**config.mk**
```make
export PLATFORM = sky130hd
export DESIGN_NAME = rsvg_div
export DESIGN_NICKNAME = d
export VERILOG_FILES = /design/src/rtl/rsvg_pkg.sv /design/src/rtl/rsvg_div.sv
export SDC_FILE = /design/constraint.sdc
export NUM_CORES = 2
export LEC_CHECK = 0
export ABC_AREA = 1
export BUFFER_PORTS_ARGS = -buffer_cell sky130_fd_sc_hd__buf_2
export CAP_MARGIN = 0
export CORE_MARGIN = 4
export CORE_UTILIZATION = 50
export DETAILED_ROUTE_END_ITERATION = 10
export PLACE_DENSITY = 0.66
export SLEW_MARGIN = 0
export SYNTH_ARGS = -nofsm -noshare
export SYNTH_HDL_FRONTEND = slang
export SYNTH_SLANG_ARGS = --single-unit
```
**constraint.sdc**
```tcl
create_clock -name clk -period 13.7 [get_ports clk]
set_input_delay 3.425 -clock clk [delete_from_list [all_inputs] [get_ports clk]]
set_output_delay 3.425 -clock clk [all_outputs]
set_load 0.01 [all_outputs]
```
**src/rtl/rsvg_pkg.sv**
```systemverilog
// Shared types, widths and constants for the ring segment vertex generator.
// Used by rsvg_div, rsvg_cordic and ring_segment_vertex_generator_top.
`timescale 1ns / 1ps

package rsvg_pkg;

    // Field and register widths
    localparam int IDX_W     = 12;
    localparam int DIV_W     = 13;
    localparam int RAD_W     = 16;
    localparam int POS_W     = 17;
    localparam int U_W       = 17;
    localparam int CFG_W     = 16;
    localparam int CFG_IDX_W = 2;

    localparam int MAX_DIVISIONS     = 4096;
    localparam int CORDIC_ITERATIONS = 16;
    localparam int ATAN_ENTRIES      = 24;

    // Divider: dividend is pos * 2^32, quotient fits 33 bits
    localparam int PHASE_W         = 32;
    localparam int DVD_W           = DIV_W + PHASE_W;
    localparam int QUO_W           = PHASE_W + 1;
    localparam int STEPS_PER_STAGE = 5;
    localparam int DIV_STAGES      = (DVD_W + STEPS_PER_STAGE - 1) / STEPS_PER_STAGE;

    // CORDIC datapath
    localparam int CORDIC_ITER    = (CORDIC_ITERATIONS > ATAN_ENTRIES) ?
                                    ATAN_ENTRIES : CORDIC_ITERATIONS;
    localparam int ITER_PER_STAGE = 2;
    localparam int CORDIC_STAGES  = (CORDIC_ITER + ITER_PER_STAGE - 1) / ITER_PER_STAGE;
    localparam int XY_W           = 34;
    localparam int Z_W            = 33;
    localparam int TRIG_W         = 16;
    localparam logic signed [XY_W-1:0] CORDIC_GAIN = 34'sd652032875;

    typedef enum logic [1:0] {
        ERR_NONE      = 2'd0,
        ERR_DIVISIONS = 2'd1,
        ERR_RADII     = 2'd2,
        ERR_INDEX     = 2'd3
    } err_t;

    typedef enum logic [CFG_IDX_W-1:0] {
        REG_DIVISIONS = 2'd0,
        REG_OUTER     = 2'd1,
        REG_INNER     = 2'd2,
        REG_UNUSED    = 2'd3
    } reg_idx_t;

    // Sideband that travels with each corner beat through the pipeline
    typedef struct packed {
        logic           valid;
        logic [1:0]     corner;
        err_t           err;
        logic [U_W-1:0] tex_u;
    } beat_tag_t;

    // Arctangent of 2^-i in units of 2^-32 turn
    function automatic logic signed [Z_W-1:0] atan_turns(input int i);
        logic signed [Z_W-1:0] a;
        unique case (i)
            0:  a = 33'sd536870912;
            1:  a = 33'sd316933406;
            2:  a = 33'sd167458907;
            3:  a = 33'sd85004756;
            4:  a = 33'sd42667331;
            5:  a = 33'sd21354465;
            6:  a = 33'sd10679838;
            7:  a = 33'sd5340245;
            8:  a = 33'sd2670163;
            9:  a = 33'sd1335087;
            10: a = 33'sd667544;
            11: a = 33'sd333772;
            12: a = 33'sd166886;
            13: a = 33'sd83443;
            14: a = 33'sd41722;
            15: a = 33'sd20861;
            16: a = 33'sd10430;
            17: a = 33'sd5215;
            18: a = 33'sd2608;
            19: a = 33'sd1304;
            20: a = 33'sd652;
            21: a = 33'sd326;
            22: a = 33'sd163;
            23: a = 33'sd81;
            default: a = '0;
        endcase
        return a;
    endfunction

endpackage

```
**src/rtl/rsvg_div.sv**
```systemverilog
// Pipelined restoring divider: pos * 2^32 / divisions, giving angle and texture u.
// Depends on rsvg_pkg.
`timescale 1ns / 1ps

module rsvg_div
    import rsvg_pkg::*;
(
    input  logic                 clk,
    input  logic                 rst_n,
    input  logic                 en,
    input  beat_tag_t            in_tag,
    input  logic [DIV_W-1:0]     in_pos,
    input  logic [DIV_W-1:0]     div,
    output beat_tag_t            out_tag,
    output logic [PHASE_W-1:0]   out_phase
);

    beat_tag_t          tag_reg [DIV_STAGES];
    logic [DIV_W-1:0]   pos_reg [DIV_STAGES];
    logic [DIV_W-1:0]   rem_reg [DIV_STAGES];
    logic [QUO_W-1:0]   quo_reg [DIV_STAGES];

    beat_tag_t          st_tag  [DIV_STAGES];
    logic [DIV_W-1:0]   st_pos  [DIV_STAGES];
    logic [DIV_W-1:0]   st_rem  [DIV_STAGES];
    logic [QUO_W-1:0]   st_quo  [DIV_STAGES];
    logic [DIV_W-1:0]   pos_next [DIV_STAGES];
    logic [DIV_W-1:0]   rem_next [DIV_STAGES];
    logic [QUO_W-1:0]   quo_next [DIV_STAGES];

    beat_tag_t          out_tag_reg;
    beat_tag_t          out_tag_next;
    logic [PHASE_W-1:0] out_phase_reg;
    logic [U_W-1:0]     u_next;
    logic               round_bit;

    for (genvar s = 0; s < DIV_STAGES; s++) begin : g_stage
        // Select stage input
        if (s == 0) begin : g_first
            assign st_tag[s] = in_tag;
            assign st_pos[s] = in_pos;
            assign st_rem[s] = '0;
            assign st_quo[s] = '0;
        end else begin : g_rest
            assign st_tag[s] = tag_reg[s-1];
            assign st_pos[s] = pos_reg[s-1];
            assign st_rem[s] = rem_reg[s-1];
            assign st_quo[s] = quo_reg[s-1];
        end

        // Run a few restoring steps, one quotient bit each
        always_comb
        begin
            logic [DIV_W-1:0] rem;
            logic [DIV_W-1:0] pos;
            logic [QUO_W-1:0] quo;
            logic [DIV_W:0]   trial;
            rem = st_rem[s];
            pos = st_pos[s];
            quo = st_quo[s];
            trial = '0;
            for (int j = 0; j < STEPS_PER_STAGE; j++)
            begin
                if (s * STEPS_PER_STAGE + j < DVD_W)
                begin
                    trial = {rem, pos[DIV_W-1]};
                    pos   = {pos[DIV_W-2:0], 1'b0};
                    if (trial >= {1'b0, div})
                    begin
                        rem = DIV_W'(trial - {1'b0, div});
                        quo = {quo[QUO_W-2:0], 1'b1};
                    end
                    else
                    begin
                        rem = trial[DIV_W-1:0];
                        quo = {quo[QUO_W-2:0], 1'b0};
                    end
                end
            end
            pos_next[s] = pos;
            rem_next[s] = rem;
            quo_next[s] = quo;
        end

        // Advance the stage
        always_ff @(posedge clk or negedge rst_n)
        begin
            if (!rst_n)
            begin
                tag_reg[s] <= '0;
            end
            else if (en)
            begin
                tag_reg[s] <= st_tag[s];
            end
        end

        always_ff @(posedge clk)
        begin
            if (en)
            begin
                pos_reg[s] <= pos_next[s];
                rem_reg[s] <= rem_next[s];
                quo_reg[s] <= quo_next[s];
            end
        end
    end

    // Round quotient to nearest for angle and texture u
    assign round_bit = ({rem_reg[DIV_STAGES-1], 1'b0} >= {1'b0, div});
    assign u_next    = quo_reg[DIV_STAGES-1][QUO_W-1:16]
                     + U_W'(quo_reg[DIV_STAGES-1][15]);

    // Attach texture u to the tag
    always_comb
    begin
        out_tag_next       = tag_reg[DIV_STAGES-1];
        out_tag_next.tex_u = u_next;
    end

    always_ff @(posedge clk or negedge rst_n)
    begin
        if (!rst_n)
        begin
            out_tag_reg <= '0;
        end
        else if (en)
        begin
            out_tag_reg <= out_tag_next;
        end
    end

    always_ff @(posedge clk)
    begin
        if (en)
        begin
            out_phase_reg <= quo_reg[DIV_STAGES-1][PHASE_W-1:0] + PHASE_W'(round_bit);
        end
    end

    assign out_tag   = out_tag_reg;
    assign out_phase = out_phase_reg;

endmodule

```
* Word level (Yosys, flattened, before mapping)
Memories as Yosys holds them, arrays and structs flattened.
Index checks and enable logic that the tools add are counted.
** Cells by class
- $lt $le $gt $ge :: 46
- Mux-type cells :: 92
- Add/subtract/negate cells :: 47
** Operators with widths (count)
- 14-bit by 13-bit greater-or-equal comparator with 1-bit output :: 45
- 13-bit 2-to-1 mux :: 45
- 13-bit subtractor :: 44
- 1-bit 2-to-1 mux :: 47
- 32-bit by 1-bit adder with 32-bit output :: 1
- 17-bit by 1-bit adder with 17-bit output :: 1
- 1-bit by 13-bit greater-or-equal comparator with 1-bit output :: 1
- 1-bit by 13-bit subtractor with 13-bit output :: 1
** Storage, ports and cells
- Memories :: 3
- RAM bits :: 486
- Bits in registers :: 99
** Memory list
- quo_reg :: depth 9, bits a word 33, read ports 9, clocked after Yosys merged registers in 0, wr ports 9, RTL line rsvg_div.sv:21 : logic [QUO_W-1:0] quo_reg [DIV_STAGES];
- rem_reg :: depth 9, bits a word 13, read ports 9, clocked after Yosys merged registers in 0, wr ports 9, RTL line rsvg_div.sv:20 : logic [DIV_W-1:0] rem_reg [DIV_STAGES];
- pos_reg :: depth 9, bits a word 8, read ports 8, clocked after Yosys merged registers in 0, wr ports 9, RTL line rsvg_div.sv:19 : logic [DIV_W-1:0] pos_reg [DIV_STAGES];

* Logic depth before layout (Yosys ltp)
An unclocked memory read counts as a cell.
- Word-level depth :: 11
- Gate-level depth with buffers :: 72
- Mapped depth without buffers :: 69

* Least setup slack after synthesis
OpenSTA, ideal clock, no wires.
- Path kind :: input to register
- Start point :: in div[1]
- End point :: mem rem_reg[1][2] (netlist: rem_reg[0][15]), data pin
- Arrival :: 12.966 ns
- Setup slack :: 0.604 ns
- Library setup time :: 0.130 ns
- Required time :: 13.570 ns
- Stages :: 61
- Cells stage by stage :: inv_1 > fa_1 > nand3_1 > nand3_1 > nand2_1 > nand3_2 > inv_2 > buf_2 > nand2_1 > o21ai_0 > fa_1 > nand3_1 > nand2_1 > nand2_1 > nand3_1 > a21oi_1 > inv_1 > nor2_4 > [25 not listed] > a21boi_0 > o211ai_1 > nand2_1 > nand2_1 > inv_1 > nand3_4 > o21ai_0 > inv_1 > fa_1 > o21ai_0 > a21oi_1 > o21a_1 > o221ai_1 > a21o_1 > nand3b_1 > buf_2 > nand2_1 > nand2_1
** RTL lines
- start: declaration :: RTL line rsvg_div.sv:13 : input logic [DIV_W-1:0] div,
- end: declaration :: RTL line rsvg_div.sv:20

==> metrics <==
Post-synth EDFFs 286; max FFs per register 126; effective utilization at floorplan 50.3%; hold crit path type reg2reg; count of mapped cells out of synthesis roughly 6000; fraction of layout cells with a size suffix above 1 7.52%; CP Data Required Time 14.06 ns; clock tree buffer depth 3; Die ar. 92100 um^2; mean number of vias per cell 5.36; final max-slew violation count 0; root buffer selected by CTS clkbuf_16; Least-Margin Pin Slew slightly below 1 ns; launching point of the worst reg2reg path pos_reg[0][7]; cell area after synthesis 43700 um^2; part of the Yosys area used for sequential elements roughly a quarter; prevailing post-synth register cell edfxtp_1; crit path max-delay cell type ha_1; Worst path max stage delay 0.38 ns; normalized max-slew margin 34.2%; detailed placement HPWL 88.7 mm; clock network latency to the later pin of the worst-skew pair 0.61 ns; nature of the critical path startpoint input port; first-pass GRT wire length 185 mm; Min-Delay Startpoint quo_reg[0][100]; number of detailed-routing iterations run before antenna repair 5; antenna violations before repair 0; number of global-route vias before repair about 37000; n_diodes 0; crit path setup slack, layout a little under 0.9 ns; worst slack at placement -0.0474 ns; H-tree levels 2; launch point of the worst path div[1]; buffering stage count on the worst path with inverters included 11; number of cells in the design after placement approximately 7400; die span in x 304 um; Distinct cells, synth 64; Fmax achieved 0.0780 GHz; Routed WL 115 mm; pin count of the biggest net entering global routing 175; number of clock buffers inserted by TritonCTS 44; Post-Syn Nets 6805; Antenna Nets Post-Route 0; clock tree skew after final layout 0.0259 ns; drt initial violations 2507; clock slew seen by the registers of the worst setup and hold paths 0.07 ns; total number of vias 40100; CTS tree built; final core utilization 54.8%; Async S/R FF share, synth 19.0%; overflow left after global routing 0; net count of the finished layout 6932; Final period util 93.5%; # hold bufs at CTS 0; crit-path leading delay family simple AND/OR/NAND/NOR gates; outcome complete, no violations; CP endpoint kind flip-flop; post-synthesis area per instance 7.08 um^2; Global Route Usage Sum 24.3%; number of maximum-capacitance violations 0; Final Hold Viols 0; chip height 304 um; core area 86800 um^2; total setup violations reported at the end of the flow 0; Layout Area Growth over Synthesis 8.85%; number of remaining DRC errors 0; number of buffer cells added on primary ports 87; library cell appearing most often on the critical path nand2_1; largest fanout on the critical path 17; standard-cell row count 108; Finished Layout Cells 7488; average wire length per cell after detail routing 15.3 um; clock sink count 353; post-synthesis register bit count 353; final weighted congestion in routability-driven placement 0.923; Data arrival, critical path 13.17 ns; number of primary I/O pins 105; Worst Setup Path Type in2reg; number of warnings issued by yosys 0; fin crit period 12.82 ns
layer usage:
| layer | part of all wire (%) | GRT usage, % | vias up |
|---|---|---|---|
| met5 | 0 | 0 | - |
| met4 | 2.7 | 6.23 | 0 |
| met3 | 4.7 | 2.51 | 171 |
| met2 | 45 | 40.9 | 783 |
| met1 | 48 | 33.5 | 18100 |
| li1 | - | - | 21100 |
cells by family (layout without fill, tap and decap cells):
logic type               count (synthesis)  after routing  share of synthesized area, %
AO/OA/AOI/OAI                         1174           1174                          15.1
XOR/XNOR                               491            491                          9.85
adder cells (fa/ha/maj)                584            584                          17.1
buffers and inverters                  722            883                          6.76
flip-flops                             353            353                          23.5
multiplexers                             2              2                        0.0487
AND/OR/NAND/NOR                       2844           2846                          27.6
placed cells by master (no fill, tap or decap), types with 45 or more instances in the layout:
cell / count
o21bai_1: 46
ha_1: 565
o21ai_0: 389
edfxtp_1: 286
buf_2: 85
xnor2_1: 215
nand2_1: 1879
clkbuf_16: 46
o21ai_1: 57
nand3_1: 298
xor2_1: 276
a21oi_1: 466
nor2_1: 366
dfrtp_1: 67
nand4_1: 81
inv_1: 576
a21o_1: 45
buf_4: 83
through the flow:
step | TNS [ns] | cell area [um^2] | hold WS, ns
2_1_floorplan | 0 | 43700 | 0.400
5_1_grt | -0.664 | 47500 | 0.411
3_3_place_gp | 0 | 45700 | 0.401
3_5_place_dp | -0.361 | 45700 | 0.405
6_report | 0 | 47500 | 0.402
4_1_cts | 0 | 47300 | 0.402
Yosys cell counts, types with 45 or more instances:
| library cell | count | area (um^2) |
|---|---|---|
| a21o_1 | 45 | 338 |
| a21oi_1 | 467 | 2340 |
| dfrtp_1 | 67 | 1680 |
| edfxtp_1 | 286 | 8590 |
| ha_1 | 565 | 7070 |
| inv_1 | 592 | 2220 |
| nand2_1 | 1879 | 7050 |
| nand3_1 | 300 | 1500 |
| nand4_1 | 81 | 507 |
| nor2_1 | 367 | 1380 |
| o21ai_0 | 406 | 2030 |
| o21bai_1 | 46 | 345 |
| xnor2_1 | 215 | 1880 |
| xor2_1 | 276 | 2420 |
area by class of cell:
cell class,instances,area (um^2)
clock inverter,33,423
clock buffer,49,1160
tap,1155,1450
multi-input combinational,5097,30600
sequential,353,10300
timing repair buffer,183,1340
inverter,618,2350
fill,8468,39200
worst paths after layout:
path | slack [ns] | end | cells past startpoint
min reg2reg | 0.40 | quo_reg[0][138] | 0
min | 0.40 | quo_reg[0][138] | 0
min in group asynchronous | 3.01 | out_tag[20] | 2
max | 0.88 | rem_reg[0][113] | 54
max reg2reg | 3.41 | rem_reg[0][13] | 63
max in group asynchronous | 10.12 | out_tag[0] | 2
what timing repair did:
action | CTS | global route
resized for setup | 0 | 41
endpoints found under the setup margin | 0 | 120
setup buffers | 0 | 12
Power is not shown: default switching activity piles up to over one toggle a cycle in this logic, so the estimate is an artifact.
